`src/rtl/core/iplh_pkg.sv`:
```
package iplh_pkg;

  localparam int DEF_MAX_LEVELS = 256;
  localparam int DEF_PRICE_BITS = 12;

  typedef enum logic {
    KIND_INSERT = 1'b0,
    KIND_REMOVE = 1'b1
  } kind_e;

  typedef enum logic [1:0] {
    STAT_DONE    = 2'd0,
    STAT_PRESENT = 2'd1,
    STAT_ABSENT  = 2'd2,
    STAT_FULL    = 2'd3
  } status_e;

  typedef enum logic [1:0] {
    S_CLEAR,
    S_IDLE,
    S_READ,
    S_DONE
  } state_e;

  typedef struct packed {
    logic  en;
    kind_e kind;
  } cell_ctrl_t;

endpackage

```
`src/rtl/core/iplh_cell.sv`:
```
module iplh_cell
  import iplh_pkg::*;
#(
  parameter int PRICE_BITS = DEF_PRICE_BITS
) (
  input  logic                  clk_i,
  input  logic                  rst_ni,
  input  cell_ctrl_t            ctrl_i,
  input  logic [PRICE_BITS-1:0] key_i,
  input  logic                  left_valid_i,
  input  logic [PRICE_BITS-1:0] left_value_i,
  input  logic                  right_valid_i,
  input  logic [PRICE_BITS-1:0] right_value_i,
  output logic                  valid_o,
  output logic [PRICE_BITS-1:0] value_o
);

  logic                  valid_q, valid_d;
  logic [PRICE_BITS-1:0] value_q, value_d;

  // cells are kept in descending order, invalid cells at the tail
  always_comb begin
    valid_d = valid_q;
    value_d = value_q;
    if (ctrl_i.en) begin
      if (ctrl_i.kind == KIND_REMOVE) begin
        if (valid_q && (value_q <= key_i)) begin
          valid_d = right_valid_i;
          value_d = right_value_i;
        end
      end else begin
        if (left_valid_i && (left_value_i < key_i)) begin
          valid_d = 1'b1;
          value_d = left_value_i;
        end else if (left_valid_i && (!valid_q || (value_q < key_i))) begin
          valid_d = 1'b1;
          value_d = key_i;
        end
      end
    end
  end

  always_ff @(posedge clk_i or negedge rst_ni) begin
    if (!rst_ni) begin
      valid_q <= 1'b0;
    end else begin
      valid_q <= valid_d;
    end
  end

  always_ff @(posedge clk_i) begin
    value_q <= value_d;
  end

  assign valid_o = valid_q;
  assign value_o = value_q;

endmodule

```
`config.mk`:
```
export PLATFORM = sky130hd
export DESIGN_NAME = iplh_cell
export DESIGN_NICKNAME = d
export VERILOG_FILES = /design/src/rtl/core/iplh_pkg.sv /design/src/rtl/core/iplh_cell.sv
export SDC_FILE = /design/constraint.sdc
export NUM_CORES = 1
export LEC_CHECK = 0
export ABC_AREA = 1
export BUFFER_PORTS_ARGS = -buffer_cell sky130_fd_sc_hd__buf_2
export CAP_MARGIN = 20
export CORE_MARGIN = 3
export CORE_UTILIZATION = 40
export DETAILED_ROUTE_END_ITERATION = 12
export PLACE_DENSITY = 0.7
export SLEW_MARGIN = 20
export SYNTH_ARGS = -nofsm -noshare
export SYNTH_HDL_FRONTEND = slang
export SYNTH_SLANG_ARGS = --single-unit
```
`constraint.sdc`:
```
create_clock -name clk_i -period 3.7 [get_ports clk_i]
set_input_delay 0.555 -clock clk_i [delete_from_list [all_inputs] [get_ports clk_i]]
set_output_delay 0.555 -clock clk_i [all_outputs]
set_load 0.02 [all_outputs]
```
==> results by group <==
Detailed routing
  • Met3 routed WL: 237 µm
  • Drt wl/cell: 10.7 µm
  • Highest routed metal layer: met4
  • Via density: 4.60
  • Residual DRC: 0
  • Antenna Nets Post-Route: 0
  • Via count: 1288
  • Met2 WL: 1340 µm
  • DR iter-0 viols: 28
  • Routed length on met1: 1420 µm
  • Detailed Routing Iterations Pass 1: 4
  • Final WL: 3000 µm

Synth
  • #FFs+latches synth: 13
  • Synth area leader: edfxtp_1
  • Syn_nets: 246
  • Top area cells in the synthesized netlist: edfxtp_1 (25%), ha_1 (20%), o21ai_2 (14%)
  • Mapped cell area: 1450 µm²
  • Leading cell type by number of instances after synthesis: nand2_1
  • Main flop type after synthesis: edfxtp_1
  • Synth top area share: 24.8%
  • Most frequent cells after synthesis: nand2_1 (55), inv_1 (29), o21ai_2 (24)
  • Post-synth EDFFs: 12
  • Asr flop ratio synth: 7.69%
  • Yosys warning count: 0
  • Sequential element share of the synthesized area: 26.6%
  • Unique masters post-synth: 20
  • Avg Synthesized Cell Area: 8.01 µm²
  • Cells after Synth: 181

Place
  • Port-buffer cells: 54
  • Inst Count DP: 276
  • HPWL Detailed: 2500 µm
  • Gpl congestion: 0.778

Layout
  • Total Nets Final: 300
  • Final std cells w/o fill: 280
  • Diodes inserted: 0
  • Area Growth Syn to Fin: 20.8%
  • Share of cells above drive strength 1: 40.2%

Die
  • Io pins: 55
  • Core area: 3420 µm²
  • # rows: 21
  • Initial core utilization: 42.5%
  • Die Area: 4380 µm²
  • Die Y: 66.2 µm
  • Die Wd: 66.2 µm

STA
  • FMAX: 449 MHz
  • Final worst-path cycle share: 60.1%
  • RSZ-0062 raised after global routing: no
  • Hold Fails Final Rpt: 0
  • Min Tclk post-route: 2.23 ns
  • Clk_skew: 0.00553 ns
  • Setup Total Neg Slack: 0 ns
  • Worst Tran Pin Value: 0.603 ns
  • Pins Over Slew Limit: 0
  • Max transition margin: 59.8%
  • Endpoints failing setup: 0

Global route
  • Remaining Overflow, GRT: 0
  • Pin count of the biggest net entering global routing: 28
  • Initial antenna violation count: 0
  • First-pass GRT wire length: 4980 µm
  • GRT Util Overall: 14.4%
  • Vias in the first global route: 1199

Setup path
  • Crit path max fanout: 12
  • Req. time, crit path: 3.62 ns
  • Flop2flop setup slack: 1.48 ns
  • Crit Path Class: in -> reg
  • Worst setup EP type: flip-flop
  • FF-to-FF End: value_o[1]
  • Most common cell on crit path: nand2_1
  • Worst r2r src: value_o[11]
  • CP Launch Type: input pin
  • Crit path largest cell delay: 0.38 ns
  • Slowest CP cell: inv_1
  • Crit path DAT: 2.15 ns
  • Bufs and invs on worst path: 4
  • Delay-heaviest family, CP: simple AND/OR/NAND/NOR gates
  • Critical Path, Cell by Cell: buf_2 -> inv_1 -> ha_1 -> nand2_1 -> inv_1 -> nand2_1 -> nor2_1 -> nand4_1 -> nand2_1 -> nand2_1 -> nand2_1 -> nand3_1 -> inv_1
  • Worst reg-to-reg path cell count: 11

CTS
  • Sinks on Clock Net: 13
  • # Post-CTS Setup Buffers: 0
  • Cts repair resizes: 0
  • Buffers from clock root to sink, at most: 2
  • Root Buffer: clkbuf_4
  • Clock transition at path regs: 0.08 ns
  • Max H-tree Level: 1
  • Hold-fix buffers, CTS: 0
  • CTS buffer count: 3
  • CTS tree: built
  • Clk Latency, worst-skew pair: 0.28 ns

Outcome
  • Outcome: complete, no violations

Min path
  • Worst min-delay path class: in -> async

Pwr
  • PwrDens: 276 nW/µm²
  • P_leak: 0.962 nW
  • Peak supply drop: 200 µV

Job
  • Maxcap violations: 0
through the flow:
step                      setup WS, ns  power [W]  instance area (µm²)  hold WS (ns)  util [%]
after detailed placement          1.20   0.000399                 1730         0.331      50.5
after global routing              1.25   0.000524                 1750        0.0366      51.3
final                             1.47   0.000483                 1750        0.0397      51.3
after floorplan                   1.58   0.000344                 1450         0.259         -
after CTS                         1.48   0.000489                 1750        0.0370      51.3
after global placement            1.23   0.000395                 1730         0.333      50.5
routing by layer:
metal  GRT usage, %  up-vias
met5              0        -
met4           3.81        0
met3           2.55        2
met2           24.5       48
met1           18.5      538
li1               -      700
kinds of logic (layout without fill, tap and decap cells):
| logic type | after synthesis | in the layout | share of synthesized area (%) |
|---|---|---|---|
| simple gates | 77 | 77 | 23.3 |
| fa+ha+maj | 23 | 23 | 19.8 |
| flops | 13 | 13 | 26.6 |
| buf+inv | 34 | 87 | 11.1 |
| compound gates | 34 | 34 | 19.2 |
flip-flops by register name, indices dropped and copies added, names as in the netlist:
| signal | flops |
|---|---|
| value_o | 12 |
| valid_o | 1 |
final cells by class:
class                      instances  area [µm²]
clock buffer                       4        26.3
fill                             366        1660
inverter                          29         109
multi-input combinational        134         903
sequential                        13         385
tap                               46        57.6
timing repair buffer              54         270
power by group:
part | switching (W) | leakage (nW) | internal [W]
logic | 0.000123 | 0.822 | 0.0000789
clock network | 0.0000479 | 0.0150 | 0.0000418
registers | 0.00000974 | 0.125 | 0.000181
total | 0.000181 | 0.962 | 0.000302
worst max path at each step:
stage / start / endpoint / cells after the start
final: key_i[11] / value_o[1] / 13
after global routing: value_o[11] / value_o[7] / 11
after CTS: key_i[11] / value_o[7] / 13
after detailed placement: key_i[11] / value_o[5] / 13
after global placement: key_i[11] / value_o[5] / 13
after floorplan: key_i[7] / value_o[0] / 11
layout by cell type, fill, tap and decap left out, types with 4 or more instances in the layout:
cell type  netlist  layout
o21ai_2         24      24
nand2_2          9       9
nor2_1           4       4
a21oi_1          6       6
nand3_1          4       4
edfxtp_1        12      12
ha_1            23      23
inv_1           29      29
nand2_1         55      55
buf_2            1      54
(Power assumes the default switching activity.)
